**config.mk**
```make
export PLATFORM = sky130hd
export DESIGN_NAME = scl_ram
export DESIGN_NICKNAME = d
export VERILOG_FILES = /design/src/design/scl_ram.sv
export SDC_FILE = /design/constraint.sdc
export NUM_CORES = 1
export LEC_CHECK = 0
export BUFFER_PORTS_ARGS = -buffer_cell sky130_fd_sc_hd__buf_2
export CAP_MARGIN = 20
export CORE_MARGIN = 4
export CORE_UTILIZATION = 35
export CTS_CLUSTER_SIZE = 14
export DETAILED_ROUTE_END_ITERATION = 10
export GPL_TIMING_DRIVEN = 0
export SYNTH_ARGS = -nofsm -noshare
export SYNTH_HDL_FRONTEND = slang
export SYNTH_SLANG_ARGS = --single-unit
```
**constraint.sdc**
```tcl
create_clock -name clk -period 2.3 [get_ports clk]
set_clock_uncertainty 0.15 [all_clocks]
set_input_delay 0.46 -clock clk [delete_from_list [all_inputs] [get_ports clk]]
set_output_delay 0.46 -clock clk [all_outputs]
set_load 0.01 [all_outputs]
```
**src/design/scl_ram.sv**
```systemverilog
// Generic single-write, single-read RAM with registered read data.
// No dependencies.
module scl_ram #(
  parameter int WIDTH = 8,
  parameter int DEPTH = 64,
  localparam int AW = $clog2(DEPTH)
) (
  input  logic             clk,
  input  logic             wr_en,
  input  logic [AW-1:0]    wr_addr,
  input  logic [WIDTH-1:0] wr_data,
  input  logic [AW-1:0]    rd_addr,
  output logic [WIDTH-1:0] rd_data
);

  logic [WIDTH-1:0] mem [DEPTH];

  always_ff @(posedge clk) begin
    if (wr_en) begin
      mem[wr_addr] <= wr_data;
    end
    rd_data <= mem[rd_addr];
  end

endmodule

```
==> qor.txt <==
outcome: complete, but fails checks
failing checks: setup timing
Final #Nets: 1047
core footprint: 0.05671 sq mm
clock group share of total power: 0.414
GRT overflow: 0
hold_ws: 0.1040 ns
total power draw: 19.85 mW
CP startpoint kind: primary input
syn avg cell area: 21.45 sq um
count of cell types in the netlist: 40
1st-iter DRT viols: 1223
CTS buffer count: 51
DPL Wire Length: 31.30 mm
final worst slack: -0.06772 ns
clk root buf: clkbuf_16
pre-CTS setup slack: -1.177 ns
setup repair bufs after CTS: 0
wire per inst: 27.00 microns
Max Transition Viols Final: 0
gr usage total: 0.1615
Max-cap violations: 0
WHS Path Cells: 1
fin crit period: 2.368 ns
first-pass GRT wire length: 70.61 mm
largest net degree at the start of global routing: 65
Req. time, crit path: 2.36 ns
worst reg2reg path depth: 5
most frequent cells in the layout: edfxtp_1, mux4_2, nor2_1, clkbuf_16, buf_2
DRT Pass-1 Iters: 6
number of failing hold endpoints at the final stage: 0
via count: 9771
Synthesized Nets: 962
die height: 248.0 microns
yosys warns: 0
initial antenna violation count: 5
VDD IR max: 506.4 uV
Reg2Reg Setup Slack: 0.04 ns
die width: 248.0 microns
RR Startpoint: mem[28][6]$_DFFE_PP_
Switching Fraction: 0.2100
asr flop ratio synth: 0
P per Cell Area: 853.5 mW/mm^2
Sequential Power Share: 0.529
hold_sp: wr_data[5]
most common cell after layout, fill and taps aside: edfxtp_1
internal cell power: 15.68 mW
fin crit share: 1.029
Routability Congestion: 0.9073
final core occ: 0.4101
combinational power share: 0.057
Crit Path Max Fanout: 10
RR Endpoint: rd_data[6]$_DFF_P_
post-synthesis sequential area ratio: 0.7703
synthesized area: 0.02017 sq mm
# IOs: 30
Slew @ Worst Pin: 0.9766 ns
PortBufs: 21
FMAX: 0.4223 GHz
slowest stage delay, CP: 0.87 ns
Fillers: 4894
ys flop type: edfxtp_1
CTS max path bufs: 3
Sink Count: 520
Hold Crit Endpoint: mem[50][5]$_DFFE_PP_
slowest CP cell: nor2_1
EDFF count, synth: 512
Antenna Nets Post-Route: 0
Crit Path Category: primary input to flop
vias in the first global route: 9942
WP data arrival: 2.43 ns
Leak Pwr: 7.159 nW
Syn Inst Count: 940
critical path cell sequence: clkbuf_1, nor2b_1, nand3_1, nor2_1
RSZ-0062 raised after global routing: true
Final Setup Violations: 32
Worst-Skew Late Latency: 0.59 ns
Crit. End Element: flop
final WL: 49.23 mm
Initial Utilization: 0.3556
Slew headroom: 0.3465
synthesized flop and latch total: 520
drt drc: 0
worst min path class: primary input to flop
post-DR vias/cell: 5.360
Net Sw Power: 4.168 mW
Die Footprint: 0.06152 sq mm
Syn-to-layout area delta: 15.34%
Core Rows: 87
share of post-route cells with drive strength above 1: 0.2930
TritonCTS clock tree: done
H-tree lvl count: 2
Reg clk slew, reported paths: 0.06 ns
## final cells by class
| type | instances | area, sq um | area share |
|---|---|---|---|
| sequential | 520 | 15530 | 0.6679 |
| multi-input combinational | 369 | 4436 | 0.1907 |
| clock buffer | 67 | 1378 | 0.05923 |
| tap | 756 | 945.9 | 0.04067 |
| buffer | 51 | 404.1 | 0.01737 |
| timing repair buffer | 32 | 290.3 | 0.01248 |
| clock inverter | 26 | 266.5 | 0.01146 |
| antenna | 2 | 5.005 | 0.0002152 |
## stage by stage
| stage | cell area [sq um] | TNS [ns] | cells |
|---|---|---|---|
| floorplan | 20170 | 0 | 940 |
| global placement | 21220 | -203.53 | 1717 |
| detailed placement | 21230 | -225.84 | 1719 |
| CTS | 22940 | -0.002799 | 1812 |
| global route | 23250 | -4.743 | 1821 |
| finish | 23260 | -1.392 | 1823 |
## cell usage after synthesis (2+ instances only)
cell       count  area, sq um
a2111oi_0      2        17.52
a211oi_1       4        30.03
a21oi_1        3        15.01
a221oi_1       6        52.55
a22oi_1        3        22.52
buf_1          4        15.01
buf_12         2        40.04
buf_2         11        55.05
buf_4         13        97.59
buf_6          4        45.04
clkbuf_1      17        63.81
dfxtp_1        8        160.2
edfxtp_1     512        15370
mux2_2        13        146.4
mux2i_1       23        230.2
mux4_2       126         2838
nand2_1       19        71.32
nand2b_1       7        43.79
nand3_1       13        65.06
nand3b_1       3        22.52
nand4_1        2        12.51
nor2_1        83        311.6
nor2b_1       14        87.58
nor3_1         7        35.03
nor4_1         2        12.51
o2111ai_1      3        26.28
o21a_1         2        15.01
o21ai_0        2        10.01
o21ai_1        2        10.01
o221a_2        2        22.52
o221ai_1       8        70.07
o22ai_1        8        50.05
o2bb2ai_1      3        26.28
o32ai_1        2        17.52
o41ai_1        2        17.52
## power by group through the flow
stage | sequential (mW) | clock [mW] | combinational [mW]
after global routing | 10.5 | 8.76 | 1.19
after CTS | 10.5 | 8.37 | 1.07
after detailed placement | 10.7 | 0 | 1.05
final | 10.5 | 8.22 | 1.13
after global placement | 10.7 | 0 | 1.04
after floorplan | 10.7 | 0 | 0.559
## timing repair
item                                   in CTS  in global routing
setup endpoints to repair                  24                162
resized for setup                          26                 44
pin swaps                                   0                  0
hold buffers                                0                  1
endpoints found under the hold margin       0                  5
## worst max-delay path by stage
stage | start | endpoint | slack (ns) | cells past startpoint
6_report | wr_addr[2] | mem[21][1]$_DFFE_PP_ | -0.07 | 4
5_1_grt | wr_addr[2] | mem[21][4]$_DFFE_PP_ | -0.15 | 4
4_1_cts | rd_addr[0] | rd_data[5]$_DFF_P_ | -0.003 | 6
3_5_place_dp | rd_addr[1] | rd_data[6]$_DFF_P_ | -1.18 | 8
3_3_place_gp | rd_addr[1] | rd_data[6]$_DFF_P_ | -1.11 | 8
2_1_floorplan | rd_addr[1] | rd_data[3]$_DFF_P_ | 0.02 | 7
## layer usage
layer / track usage / up-vias / wire length, microns
met4: 0.05990 / 6 / 1697
met5: 0 / - / 41
met3: 0.05113 / 84 / 4847
met1: 0.2184 / 5152 / 20060
met2: 0.2473 / 434 / 22580
li1: - / 4095 / -
## registers in the layout, summed over array words and instances (netlist names)
register	flops
mem	512
rd_data	8
## cells by family (layout without fill, tap and decap cells)
family | after synthesis | after routing | share of synthesized area
flip-flops | 520 | 520 | 0.7703
multiplexers | 162 | 162 | 0.1594
AND/OR/NAND/NOR | 153 | 153 | 0.03387
AO/OA/AOI/OAI | 54 | 54 | 0.02072
buffers and inverters | 51 | 176 | 0.01570
other | 0 | 2 | 0
## critical path, delay by kind of cell
| family | cells | cell delay [ns] |
|---|---|---|
| simple gates | 3 | 1.66 |
| buf+inv | 1 | 0.31 |
(Power assumes the default switching activity.)
